### src/rtl/core/gbd_pkg.sv
// Shared status type and status codes for the Golomb bit decoder.
`timescale 1ns / 1ps
`default_nettype none

package gbd_pkg;

    // Result status carried with every decoded result.
    typedef logic [1:0] status_t;

    localparam status_t STATUS_OK    = 2'd0;
    localparam status_t STATUS_CUT   = 2'd1;
    localparam status_t STATUS_LARGE = 2'd2;

endpackage

`default_nettype wire

### src/rtl/core/golomb_bit_decoder.sv
// Golomb bit decoder: one code bit per request in, one signed value per codeword out.
//
// The decoder takes one code bit, or an end-of-stream mark, in every cycle that
// in_stall is low and updates its codeword parser at that edge. The rate is one
// request per cycle while the output is not stalled, set by the parser update (one
// add and compare on the scaled quotient). A finished codeword is registered in a
// two-entry result buffer ahead of the output, so in_stall is a register and rises
// only after the output was stalled with a result waiting. The user must write the
// divisor register through cfg_wr_en and cfg_wr_data only while the decoder is idle;
// the block does not enforce it. Status 1 marks a codeword cut short by the end of
// stream, status 2 a value beyond the output range, both with value 0.
`timescale 1ns / 1ps
`default_nettype none

module golomb_bit_decoder #(
    parameter int VALUE_BITS   = 32,
    parameter int DIVISOR_BITS = 16
) (
    input  wire logic                        clk,
    input  wire logic                        rst_n,
    input  wire logic                        cfg_wr_en,
    input  wire logic [DIVISOR_BITS-1:0]     cfg_wr_data,
    input  wire logic                        in_valid,
    output logic                             in_stall,
    input  wire logic                        code_bit,
    input  wire logic                        stream_end,
    output logic                             out_valid,
    input  wire logic                        out_stall,
    output logic signed [VALUE_BITS-1:0]     decoded_value,
    output gbd_pkg::status_t                 status
);
    import gbd_pkg::*;

    localparam int B_W = $clog2(DIVISOR_BITS + 1);

    logic                    in_accept;
    logic [DIVISOR_BITS-1:0] m_eff;
    logic                    m_is_one;
    logic [B_W-1:0]          b_len;
    logic [DIVISOR_BITS-1:0] t_thresh;
    logic                    res_valid;
    logic [VALUE_BITS-1:0]   res_value;
    status_t                 res_status;
    logic [VALUE_BITS-1:0]   out_value;
    logic                    buf_full;

    assign in_accept = in_valid && !in_stall;

    // Divisor and its derived code lengths.
    gbd_divisor #(
        .DIVISOR_BITS (DIVISOR_BITS)
    ) u_divisor (
        .clk         (clk),
        .rst_n       (rst_n),
        .cfg_wr_en   (cfg_wr_en),
        .cfg_wr_data (cfg_wr_data),
        .m_eff       (m_eff),
        .m_is_one    (m_is_one),
        .b_len       (b_len),
        .t_thresh    (t_thresh)
    );

    // Codeword parser.
    gbd_parser #(
        .VALUE_BITS   (VALUE_BITS),
        .DIVISOR_BITS (DIVISOR_BITS)
    ) u_parser (
        .clk        (clk),
        .rst_n      (rst_n),
        .step       (in_accept),
        .code_bit   (code_bit),
        .stream_end (stream_end),
        .m_eff      (m_eff),
        .m_is_one   (m_is_one),
        .b_len      (b_len),
        .t_thresh   (t_thresh),
        .res_valid  (res_valid),
        .res_value  (res_value),
        .res_status (res_status)
    );

    // Result register and skid stage.
    gbd_out_buf #(
        .VALUE_BITS (VALUE_BITS)
    ) u_out_buf (
        .clk         (clk),
        .rst_n       (rst_n),
        .push        (res_valid),
        .push_value  (res_value),
        .push_status (res_status),
        .out_stall   (out_stall),
        .out_valid   (out_valid),
        .out_value   (out_value),
        .out_status  (status),
        .full        (buf_full)
    );

    assign in_stall      = buf_full;
    assign decoded_value = $signed(out_value);

`ifndef SYNTH
    // A full skid stage always sits behind a held result.
    assert property (@(posedge clk) disable iff (!rst_n) in_stall |-> out_valid)
        else $error("skid stage full without a result in the output register");

    // The input side stalls only after a result was held at the output.
    assert property (@(posedge clk) disable iff (!rst_n)
        $rose(in_stall) |-> $past(out_valid && out_stall))
        else $error("input stall rose without a stalled result");

    // Error results carry a zero value.
    assert property (@(posedge clk) disable iff (!rst_n)
        (out_valid && status != STATUS_OK) |-> (decoded_value == '0))
        else $error("nonzero value with an error status");

    // Only the three defined status codes appear.
    assert property (@(posedge clk) disable iff (!rst_n)
        out_valid |-> (status == STATUS_OK || status == STATUS_CUT ||
                       status == STATUS_LARGE))
        else $error("undefined status code on the output");
`endif

endmodule

`default_nettype wire

### src/rtl/core/gbd_divisor.sv
// Divisor register and the code lengths derived from it.
`timescale 1ns / 1ps
`default_nettype none

module gbd_divisor #(
    parameter int DIVISOR_BITS = 16
) (
    input  wire logic                                  clk,
    input  wire logic                                  rst_n,
    input  wire logic                                  cfg_wr_en,
    input  wire logic [DIVISOR_BITS-1:0]               cfg_wr_data,
    output logic      [DIVISOR_BITS-1:0]               m_eff,
    output logic                                       m_is_one,
    output logic      [$clog2(DIVISOR_BITS + 1)-1:0]   b_len,
    output logic      [DIVISOR_BITS-1:0]               t_thresh
);
    localparam int B_W = $clog2(DIVISOR_BITS + 1);

    logic [DIVISOR_BITS-1:0] divisor_reg;
    logic [DIVISOR_BITS-1:0] m_minus_one;
    logic [DIVISOR_BITS:0]   pow_b;

    // The divisor register, reset to four.
    always_ff @(posedge clk or negedge rst_n)
    begin
        if (!rst_n)
        begin
            divisor_reg <= DIVISOR_BITS'(4);
        end
        else if (cfg_wr_en)
        begin
            divisor_reg <= cfg_wr_data;
        end
    end

    // A divisor of zero behaves as a divisor of one.
    assign m_eff       = (divisor_reg == '0) ? DIVISOR_BITS'(1) : divisor_reg;
    assign m_is_one    = (m_eff == DIVISOR_BITS'(1));
    assign m_minus_one = m_eff - DIVISOR_BITS'(1);

    // Ceiling of log2 of m is the length of m - 1 in bits.
    always_comb
    begin
        b_len = '0;
        for (int i = 0; i < DIVISOR_BITS; i++)
        begin
            if (m_minus_one[i])
            begin
                b_len = B_W'(i + 1);
            end
        end
    end

    // Threshold of the truncated binary code: 2^b - m, always below m.
    assign pow_b    = (DIVISOR_BITS + 1)'(1) << b_len;
    assign t_thresh = DIVISOR_BITS'(pow_b - (DIVISOR_BITS + 1)'(m_eff));

endmodule

`default_nettype wire

### src/rtl/core/gbd_parser.sv
// Codeword parser: unary quotient, truncated binary remainder and unmapping.
`timescale 1ns / 1ps
`default_nettype none

module gbd_parser #(
    parameter int VALUE_BITS   = 32,
    parameter int DIVISOR_BITS = 16
) (
    input  wire logic                                  clk,
    input  wire logic                                  rst_n,
    input  wire logic                                  step,
    input  wire logic                                  code_bit,
    input  wire logic                                  stream_end,
    input  wire logic [DIVISOR_BITS-1:0]               m_eff,
    input  wire logic                                  m_is_one,
    input  wire logic [$clog2(DIVISOR_BITS + 1)-1:0]   b_len,
    input  wire logic [DIVISOR_BITS-1:0]               t_thresh,
    output logic                                       res_valid,
    output logic      [VALUE_BITS-1:0]                 res_value,
    output gbd_pkg::status_t                           res_status
);
    import gbd_pkg::*;

    localparam int BR_W  = $clog2(DIVISOR_BITS + 1);
    localparam int SUM_W = ((VALUE_BITS > DIVISOR_BITS) ? VALUE_BITS : DIVISOR_BITS) + 2;
    localparam logic [SUM_W-1:0] LIMIT =
        (SUM_W'(1) << VALUE_BITS) - SUM_W'(1);
    localparam logic [VALUE_BITS:0] SQ_SAT = (VALUE_BITS + 1)'(1) << VALUE_BITS;

    typedef enum logic [1:0] {
        PH_UNARY = 2'd0,
        PH_BITS  = 2'd1,
        PH_EXTRA = 2'd2
    } phase_t;

    phase_t                  phase_reg, phase_next;
    logic [VALUE_BITS:0]     sq_reg, sq_next;
    logic [DIVISOR_BITS-1:0] rc_reg, rc_next;
    logic [BR_W-1:0]         br_reg, br_next;
    logic                    too_large_reg, too_large_next;

    logic [DIVISOR_BITS-1:0] rc_shift;
    logic [DIVISOR_BITS:0]   code_ext;
    logic [DIVISOR_BITS:0]   t_ext;
    logic [BR_W-1:0]         br_dec;
    logic [BR_W-1:0]         b_minus_one;
    logic [SUM_W-1:0]        unary_sum;
    logic                    do_finish;
    logic                    do_cut;
    logic [DIVISOR_BITS:0]   fin_r;
    logic [SUM_W-1:0]        fin_sum;
    logic                    fin_large;
    logic [VALUE_BITS-1:0]   fin_half;

    // Per-bit helpers for the remainder and the quotient.
    assign code_ext    = {rc_reg, code_bit};
    assign rc_shift    = DIVISOR_BITS'(code_ext);
    assign t_ext       = {1'b0, t_thresh};
    assign br_dec      = (br_reg != '0) ? br_reg - BR_W'(1) : '0;
    assign b_minus_one = b_len - BR_W'(1);
    assign unary_sum   = SUM_W'(sq_reg) + SUM_W'(m_eff);

    // Next state of the parser for one accepted request.
    always_comb
    begin
        phase_next     = phase_reg;
        sq_next        = sq_reg;
        rc_next        = rc_reg;
        br_next        = br_reg;
        too_large_next = too_large_reg;
        do_finish      = 1'b0;
        do_cut         = 1'b0;
        fin_r          = '0;
        if (step)
        begin
            if (stream_end)
            begin
                do_cut         = (phase_reg inside {PH_BITS, PH_EXTRA});
                phase_next     = PH_UNARY;
                sq_next        = '0;
                rc_next        = '0;
                br_next        = '0;
                too_large_next = 1'b0;
            end
            else
            begin
                case (phase_reg)
                    PH_BITS:
                    begin
                        rc_next = rc_shift;
                        br_next = br_dec;
                        if (br_dec == '0)
                        begin
                            if (rc_shift >= t_thresh)
                            begin
                                phase_next = PH_EXTRA;
                            end
                            else
                            begin
                                do_finish = 1'b1;
                                fin_r     = {1'b0, rc_shift};
                            end
                        end
                    end
                    PH_EXTRA:
                    begin
                        do_finish = 1'b1;
                        fin_r     = (code_ext >= t_ext) ? code_ext - t_ext : '0;
                    end
                    default:
                    begin
                        // Unary part; the unused phase code lands here as well.
                        if (!code_bit)
                        begin
                            if (!too_large_reg)
                            begin
                                if (unary_sum > LIMIT)
                                begin
                                    too_large_next = 1'b1;
                                    sq_next        = SQ_SAT;
                                end
                                else
                                begin
                                    sq_next = unary_sum[VALUE_BITS:0];
                                end
                            end
                        end
                        else if (m_is_one)
                        begin
                            do_finish = 1'b1;
                        end
                        else
                        begin
                            rc_next = '0;
                            br_next = b_minus_one;
                            if (b_minus_one != '0)
                            begin
                                phase_next = PH_BITS;
                            end
                            else if (t_thresh == '0)
                            begin
                                phase_next = PH_EXTRA;
                            end
                            else
                            begin
                                do_finish = 1'b1;
                            end
                        end
                    end
                endcase
                if (do_finish)
                begin
                    phase_next     = PH_UNARY;
                    sq_next        = '0;
                    rc_next        = '0;
                    br_next        = '0;
                    too_large_next = 1'b0;
                end
            end
        end
    end

    // Mapped value m*q + r, range check and zigzag unmapping.
    assign fin_sum   = SUM_W'(sq_reg) + SUM_W'(fin_r);
    assign fin_large = too_large_reg || (fin_sum > LIMIT);
    assign fin_half  = fin_sum[VALUE_BITS:1];

    always_comb
    begin
        res_valid  = do_finish || do_cut;
        res_value  = '0;
        res_status = STATUS_OK;
        if (do_cut)
        begin
            res_status = STATUS_CUT;
        end
        else if (fin_large)
        begin
            res_status = STATUS_LARGE;
        end
        else
        begin
            res_value = fin_sum[0] ? ~fin_half : fin_half;
        end
    end

    // Parser state registers.
    always_ff @(posedge clk or negedge rst_n)
    begin
        if (!rst_n)
        begin
            phase_reg     <= PH_UNARY;
            sq_reg        <= '0;
            rc_reg        <= '0;
            br_reg        <= '0;
            too_large_reg <= 1'b0;
        end
        else
        begin
            phase_reg     <= phase_next;
            sq_reg        <= sq_next;
            rc_reg        <= rc_next;
            br_reg        <= br_next;
            too_large_reg <= too_large_next;
        end
    end

endmodule

`default_nettype wire

### src/rtl/core/gbd_out_buf.sv
// Result register with a skid stage so that input stall is registered.
`timescale 1ns / 1ps
`default_nettype none

module gbd_out_buf #(
    parameter int VALUE_BITS = 32
) (
    input  wire logic                      clk,
    input  wire logic                      rst_n,
    input  wire logic                      push,
    input  wire logic [VALUE_BITS-1:0]     push_value,
    input  wire gbd_pkg::status_t          push_status,
    input  wire logic                      out_stall,
    output logic                           out_valid,
    output logic      [VALUE_BITS-1:0]     out_value,
    output gbd_pkg::status_t               out_status,
    output logic                           full
);
    import gbd_pkg::*;

    logic                  out_valid_reg, out_valid_next;
    logic                  skid_valid_reg, skid_valid_next;
    logic [VALUE_BITS-1:0] out_value_reg, out_value_next;
    status_t               out_status_reg, out_status_next;
    logic [VALUE_BITS-1:0] skid_value_reg, skid_value_next;
    status_t               skid_status_reg, skid_status_next;
    logic                  out_free;

    // The result register is free when empty or taken at this edge.
    assign out_free = !out_valid_reg || !out_stall;

    // Refill from the skid stage first, else from the parser.
    always_comb
    begin
        out_valid_next   = out_valid_reg;
        out_value_next   = out_value_reg;
        out_status_next  = out_status_reg;
        skid_valid_next  = skid_valid_reg;
        skid_value_next  = skid_value_reg;
        skid_status_next = skid_status_reg;
        if (out_free)
        begin
            if (skid_valid_reg)
            begin
                out_valid_next  = 1'b1;
                out_value_next  = skid_value_reg;
                out_status_next = skid_status_reg;
                skid_valid_next = 1'b0;
            end
            else if (push)
            begin
                out_valid_next  = 1'b1;
                out_value_next  = push_value;
                out_status_next = push_status;
            end
            else
            begin
                out_valid_next = 1'b0;
            end
        end
        else if (push)
        begin
            skid_valid_next  = 1'b1;
            skid_value_next  = push_value;
            skid_status_next = push_status;
        end
    end

    // Occupancy flags.
    always_ff @(posedge clk or negedge rst_n)
    begin
        if (!rst_n)
        begin
            out_valid_reg  <= 1'b0;
            skid_valid_reg <= 1'b0;
        end
        else
        begin
            out_valid_reg  <= out_valid_next;
            skid_valid_reg <= skid_valid_next;
        end
    end

    // Result payload.
    always_ff @(posedge clk)
    begin
        out_value_reg   <= out_value_next;
        out_status_reg  <= out_status_next;
        skid_value_reg  <= skid_value_next;
        skid_status_reg <= skid_status_next;
    end

    assign out_valid  = out_valid_reg;
    assign out_value  = out_value_reg;
    assign out_status = out_status_reg;
    assign full       = skid_valid_reg;

endmodule

`default_nettype wire
### config.mk
export PLATFORM = sky130hd
export DESIGN_NAME = golomb_bit_decoder
export DESIGN_NICKNAME = d
export VERILOG_FILES = /design/src/rtl/core/gbd_pkg.sv /design/src/rtl/core/golomb_bit_decoder.sv /design/src/rtl/core/gbd_divisor.sv /design/src/rtl/core/gbd_parser.sv /design/src/rtl/core/gbd_out_buf.sv
export SDC_FILE = /design/constraint.sdc
export NUM_CORES = 1
export LEC_CHECK = 0
export CORE_MARGIN = 5
export CORE_UTILIZATION = 64
export DETAILED_ROUTE_END_ITERATION = 10
export DONT_BUFFER_PORTS = 1
export HOLD_SLACK_MARGIN = 0.05
export PLACE_DENSITY = 0.77
export SLEW_MARGIN = 20
export SYNTH_ARGS = -nofsm -noshare
export SYNTH_HDL_FRONTEND = slang
export SYNTH_HIERARCHICAL = 1
export SYNTH_SLANG_ARGS = --single-unit
### constraint.sdc
create_clock -name clk -period 27.6 [get_ports clk]
set_input_delay 2.76 -clock clk [delete_from_list [all_inputs] [get_ports clk]]
set_output_delay 2.76 -clock clk [all_outputs]
set_load 0.02 [all_outputs]
# Word level (Yosys, flattened, before mapping)

Index checks and enable logic that the tools add are counted.

Mux-type cells: 81
Reductions and logical operators: 24
Multipliers: 0
Div/mod/pow operators: 0
Bitwise logic cells: 2
Add/sub/neg operators: 7
Magnitude comparators: 4
Equal/unequal tests: 10
Shifts and indexed selects: 1

Operator list:

| operator                                                               | count |
|---|---|
| 33-bit 2-to-1 mux                                                      | 6 |
| 32-bit 2-to-1 mux                                                      | 5 |
| 16-bit 2-to-1 mux                                                      | 6 |
| 34-bit by 32-bit > comparator with 1-bit output, second input constant | 2 |
| 17-bit 2-to-1 mux                                                      | 4 |
| 33-bit by 16-bit adder with 34-bit output                              | 1 |
| 33-bit by 17-bit adder with 34-bit output                              | 1 |
| 17-bit one-hot mux with 2 select lines                                 | 1 |
| 16-bit zero test                                                       | 2 |
| 4-bit 2-to-1 mux                                                       | 8 |
| 32-bit NOT                                                             | 1 |
| 16-bit one-hot mux with 2 select lines                                 | 1 |
| 5-bit 2-to-1 mux                                                       | 6 |
| 2-bit 2-to-1 mux                                                       | 14 |
| 1-bit 2-to-1 mux                                                       | 23 |
| 17-bit by 16-bit greater-or-equal comparator with 1-bit output         | 1 |
| 17-bit by 16-bit subtractor with 17-bit output                         | 1 |
| 16-bit by 1-bit equality test with 1-bit output, second input constant | 1 |
| 16-bit greater-or-equal comparator                                     | 1 |
| 1-bit by 5-bit left shift with 16-bit output, first input constant     | 1 |
| 16-bit by 1-bit subtractor with 16-bit output, second input constant   | 1 |
| 16-bit subtractor                                                      | 1 |
| 5-bit nonzero test                                                     | 3 |
| 3-bit 2-to-1 mux                                                       | 4 |
| 22 further kinds                                                       | 34 |

Memory bits (writable): 0
ROM bits: 0
Memories: 0
Bits in latches: 0
Output and inout bits: 36
Flip-flop bits (word level): 143
Bits of input ports: 23
Logic and storage cells: 141

# Longest topological paths before layout

Depth in word-level cells: 34
Gate-level depth with buffers: 48
Mapped depth without buffers: 44

# Modules after synthesis

Netlist, hierarchy kept.

Modules (own cells, without submodules):

| module             | seq. area each (um^2) | area each (um^2) | instances | cells each |
|---|---|---|---|---|
| gbd_parser         | 1426.4                | 6228.5           | 1         | 775 |
| gbd_out_buf        | 2092.0                | 2676.3           | 1         | 112 |
| gbd_divisor        | 401.6                 | 2218.4           | 1         | 302 |
| golomb_bit_decoder | 0.0                   | 13.8             | 1         | 1 |

# Worst setup path after synthesis

Ideal clock, no wire load.

Path type: flip-flop to flip-flop
Start point: register u_divisor.divisor_reg[2]
End point: register u_out_buf.out_value_reg[23] (netlist: u_out_buf/out_value[23]) (data pin)
Stages on the path, launching flop included: 48
Data arrival time: 9.785 ns
Path slack: 17.554 ns
Path buffers: 4
Data required time: 27.340 ns
Setup time: 0.260 ns
Period minus slack after synthesis: 10.046 ns
Cell sequence: dfstp_2 -> or3_1 -> nor3_2 -> nand3_1 -> nor2_1 -> nor2_1 -> ha_1 -> or4b_4 -> buf_6 -> or4_1 -> clkbuf_1 -> xnor2_1 -> or3_1 -> buf_4 -> nor4_1 -> a22oi_1 -> or3_1 -> ha_1 -> [12 not listed] -> a21oi_1 -> nand3b_1 -> nor3_1 -> nand2_1 -> o21ai_0 -> ha_1 -> inv_1 -> fa_1 -> nor2b_1 -> o21ai_0 -> a21boi_0 -> o21bai_1 -> a31o_2 -> a21boi_0 -> mux2i_1 -> buf_4 -> nor2_1 -> mux2_4

Longest elaborated chain between the ends: 34
Elaborated cells on any way between the ends: 39
Classes of those cells: 4 x add/sub; 3 x order compare; 1 x shift; 28 x mux; 1 x bitwise; 2 x reduce/logical

Ends and longest elaborated chain:

| element                                                                              | line                                 | source |
|---|---|---|
| start, declared                                                                      | gbd_divisor.sv:19                    | `logic [DIVISOR_BITS-1:0] divisor_reg;` |
| start signal, assigned                                                               | gbd_divisor.sv:32                    | `divisor_reg <= cfg_wr_data;` |
| 16-bit zero test                                                                     | gbd_divisor.sv:37                    | `assign m_eff = (divisor_reg == '0) ? DIVISOR_BITS'(1) : divisor_reg;` |
| 16-bit 2-to-1 mux *                                                                  | gbd_divisor.sv:37                    |  |
| 16-bit by 1-bit subtractor with 16-bit output                                        | gbd_divisor.sv:39                    | `assign m_minus_one = m_eff - DIVISOR_BITS'(1);` |
| 1-bit 2-to-1 mux                                                                     | gbd_divisor.sv:47                    | `if (m_minus_one[i])` |
| 2-bit 2-to-1 mux (2 in a row)                                                        | gbd_divisor.sv:47                    |  |
| 3-bit 2-to-1 mux (4 in a row)                                                        | gbd_divisor.sv:47                    |  |
| 4-bit 2-to-1 mux (8 in a row)                                                        | gbd_divisor.sv:47                    |  |
| 5-bit 2-to-1 mux                                                                     | gbd_divisor.sv:47                    |  |
| [2 not listed]                                                                       | --                                   |  |
| via t_thresh[14]                                                                     | golomb_bit_decoder.sv:40             | `logic [DIVISOR_BITS-1:0] t_thresh;` |
| [6 not listed]                                                                       | --                                   |  |
| 33-bit by 17-bit adder with 34-bit output *                                          | gbd_parser.sv:164                    | `assign fin_sum = SUM_W'(sq_reg) + SUM_W'(fin_r);` |
| 34-bit by 32-bit > comparator with 1-bit output / 32-bit NOT (equally long branches) | gbd_parser.sv:165, gbd_parser.sv:183 |  |
| 1-bit logical OR / 32-bit 2-to-1 mux (equally long branches)                         | gbd_parser.sv:165, gbd_parser.sv:183 |  |
| 32-bit 2-to-1 mux *                                                                  | gbd_parser.sv:177                    | `else if (fin_large)` |
| 32-bit 2-to-1 mux *                                                                  | gbd_parser.sv:173                    | `if (do_cut)` |
| via res_value[23]                                                                    | golomb_bit_decoder.sv:42             | `logic [VALUE_BITS-1:0] res_value;` |
| 32-bit 2-to-1 mux *                                                                  | gbd_out_buf.sv:50                    | `else if (push)` |
| 32-bit 2-to-1 mux *                                                                  | gbd_out_buf.sv:43                    | `if (skid_valid_reg)` |
| end signal, assigned                                                                 | gbd_out_buf.sv:87                    | `out_value_reg <= out_value_next;` |
| end, declared                                                                        | gbd_out_buf.sv:23                    | `logic [VALUE_BITS-1:0] out_value_reg, out_value_next;` |

Mark *: on every way through the listed nets, which the timed path passes. The rest lies on a longest branch. The select of a mux whose other input is x is not followed.
A chain may end at the register's enable or synchronous reset.

# Final worst setup path

Start point: register u_divisor.divisor_reg[2]
End point: register u_out_buf.out_value_reg[10] (netlist: u_out_buf/out_value[10]) (data pin)

The elaborated chain is that of the path after synthesis.

==> impl_metrics.json <==
{
  "totalNegativeSetupSlack_ps": 0,
  "tightest_slew_ps": 1105,
  "vias_per_cell": 6.438,
  "r2r_slack_ps": 15870,
  "largest_register_ffs": 33,
  "synth_cell_types": 86,
  "holdCritPathClass": "flip-flop to flip-flop",
  "ys_ff_latch": 143,
  "critical_path.max_stage_delay_ps": 780,
  "setup_violations": 0,
  "die_y_um": 141.9,
  "routedWlPerCell_um": 19.31,
  "synth.avg_cell_area_um2": 9.359,
  "cts.clk_slew.worst_paths_ps": 70,
  "synth_edf_count": 68,
  "clockBufferDepth": 2,
  "hold_viol": 0,
  "period_share": 0.4249,
  "grtUsageTotal": 0.2704,
  "post_cts_resized": 0,
  "rr_worst_depth": 40,
  "drt_iter0_drc": 825,
  "crit_slowest_cell": "a2111oi_0",
  "cts.sinks": 143,
  "postSynth.asyncResetShare": 0.5245,
  "grt_max_degree": 76,
  "final_nets": 1262,
  "gp_congestion": 0.9935,
  "synthTopCellsByCount": "nand2_1 (91), a21oi_1 (88), inv_1 (86)",
  "synth_sequential_area_ratio": 0.3520,
  "area_growth_pct": 5.786,
  "yosys_warnings": 6,
  "finalClockSkew_ps": 10.36,
  "slew_headroom": 0.2610,
  "gr-total-overflow": 0,
  "startpoint": "u_divisor/divisor_reg[2]",
  "arrival_ps": 12020,
  "synth_area_leader_cell": "edfxtp_1",
  "drv_cap": 0,
  "syn-num-nets": 1291,
  "fillers": 1327,
  "synth.most_common_cell": "nand2_1",
  "critPathMaxFanout": 32,
  "synth_area_leaders": "edfxtp_1 (18%), dfrtp_1 (17%), ha_1 (8.3%), xnor2_1 (6.1%), a21oi_1 (4.0%)",
  "final.min_clock_period_ps": 11730,
  "seqCellArea_um2": 3921,
  "power_density_nw_per_um2": 85.35,
  "ctsHoldBuffers": 0,
  "clock_latency_ps": 430,
  "r2r-start": "u_divisor/divisor_reg[2]",
  "grt_setup_unrepaired": "false",
  "cts_buffers": 17,
  "p_leak_nw": 5.039,
  "antenna_found_initial": 0,
  "critPathLaunchType": "flip-flop",
  "htreeDepth": 4,
  "power_switching_share": 0.3921,
  "diodes": 0,
  "drive_gt1_frac": 0.09710,
  "pwr-share-clk": 0.239,
  "finalWirelength_um": 27020,
  "num_io_pins": 59,
  "ant_nets": 0,
  "post_cts_buffers": 0,
  "start_util": 0.6484,
  "tritoncts": "built",
  "ir_worst_vdd_uv": 49.75,
  "dp_hpwl_um": 20180,
  "via_count": 9007,
  "synth_top_area_share": 0.1834,
  "fp.coreArea_um2": 17180,
  "yosys_most_used_dff": "dfrtp_1",
  "endpoint": "u_out_buf/out_value[10]",
  "synthCells": 1190,
  "multi_input_area_um2": 6595,
  "hold_slack_ps": 531.8,
  "timing.rr.end": "u_out_buf/out_value[10]",
  "grt_pass1_vias": 8538,
  "setup_ws_ps": 15870,
  "grt_first_pass_wirelength_um": 43750,
  "power.internal_mw": 0.6112,
  "crit_type": "flip-flop to flip-flop",
  "io_buffers": 0,
  "outcome": "complete, no violations",
  "die_w_um": 141.9,
  "critPathCaptureType": "flip-flop",
  "cpMostUsedCell": "ha_1",
  "fmax_mhz": 85.27,
  "die_area_um2": 20140,
  "final_core_util": 0.6859,
  "synth_area_um2": 11140,
  "rows": 48,
  "maxSlewViolCount": 0,
  "pre_cts_ws_ps": 16180,
  "combinationalPowerShare": 0.416,
  "dr.pass1.iters": 6,
  "required_ps": 27890,
  "power.share.sequential": 0.345,
  "root_buffer": "clkbuf_16",
  "drc": 0,
  "p_sw_mw": 0.3943
}
[metrics by stage]
step,total power [mW],instances,area (µm²)
6_report,1.006,1399,11780
5_1_grt,1.066,1399,11780
4_1_cts,1.005,1399,11780
3_5_place_dp,0.7588,1367,11170
3_3_place_gp,0.7410,1367,11170
2_1_floorplan,0.6789,1190,11140
[worst min path at each step]
stage                                  to  slack (ps)                   from  cells past startpoint
detailed placement  u_parser/phase_reg[1]         520  u_parser/phase_reg[1]                      1
finish              u_parser/phase_reg[0]         530  u_parser/phase_reg[0]                      1
global route        u_parser/phase_reg[0]         550  u_parser/phase_reg[0]                      1
global placement    u_parser/phase_reg[1]         510  u_parser/phase_reg[1]                      1
floorplan           u_parser/phase_reg[1]         480  u_parser/phase_reg[1]                      1
CTS                 u_parser/phase_reg[0]         530  u_parser/phase_reg[0]                      1
[area by class of cell]
class                   instances  area share
repair buffers                  6    0.003823
inverters                      86     0.02740
multi-input cells             907      0.5598
clock inverters                15     0.01614
flip-flops and latches        143      0.3328
clock buffers                  17     0.03611
well taps                     225     0.02390
[logic make-up after synthesis]
| family | count (synthesis) | synth area share |
|---|---|---|
| AND/OR/NAND/NOR | 364 | 0.1723 |
| buffers and inverters | 140 | 0.05774 |
| adder cells (fa/ha/maj) | 79 | 0.09123 |
| flip-flops | 143 | 0.3520 |
| XOR/XNOR | 109 | 0.08572 |
| multiplexers | 56 | 0.06370 |
| AO/OA/AOI/OAI | 299 | 0.1773 |
[power by group through the flow]
stage	combinational (mW)	clock [mW]	sequential (mW)
floorplan	0.343	0	0.336
global placement	0.392	0	0.349
detailed placement	0.408	0	0.351
CTS	0.415	0.244	0.347
global route	0.459	0.255	0.352
finish	0.419	0.240	0.347
[layout by cell type (no fill, tap or decap), drive strengths merged, types with 6 or more instances in the layout]
cell	synthesis	final
nand4	12	12
mux2	38	38
nor4	19	19
dfrtp	74	74
or2	6	6
xnor2	78	78
mux2i	18	18
o21a	13	13
nand2	91	91
and3	10	10
nor2b	11	11
nand3	25	25
buf	21	6
a31oi	6	6
a21o	18	18
inv	86	96
nand2b	11	11
or4	10	10
a2111oi	6	6
a211o	6	6
a211oi	10	10
o31ai	10	10
nor3	34	34
a22o	20	20
o21ai	64	64
edfxtp	68	68
ha	74	74
clkbuf	33	17
nor2	85	85
xor2	31	31
o22ai	6	6
a21oi	89	89
or3	34	34
[per-layer routing]
layer,vias up,share of wire,wire (µm),track usage
li1,4295,-,-,-
met1,4302,0.44,11990,0.3686
met2,358,0.47,12580,0.4341
met3,52,0.065,1766,0.05292
met4,0,0.025,682,0.09394
met5,-,0,0,0
[critical path, delay by kind of cell (launching register included)]
family | cells | cell delay [ps]
xor+xnor | 2 | 370
mux | 2 | 300
compound gates | 12 | 4030
fa+ha+maj | 4 | 1290
simple gates | 18 | 4610
flops | 1 | 620
buf+inv | 2 | 340
Power figures use the tool's default switching activity.
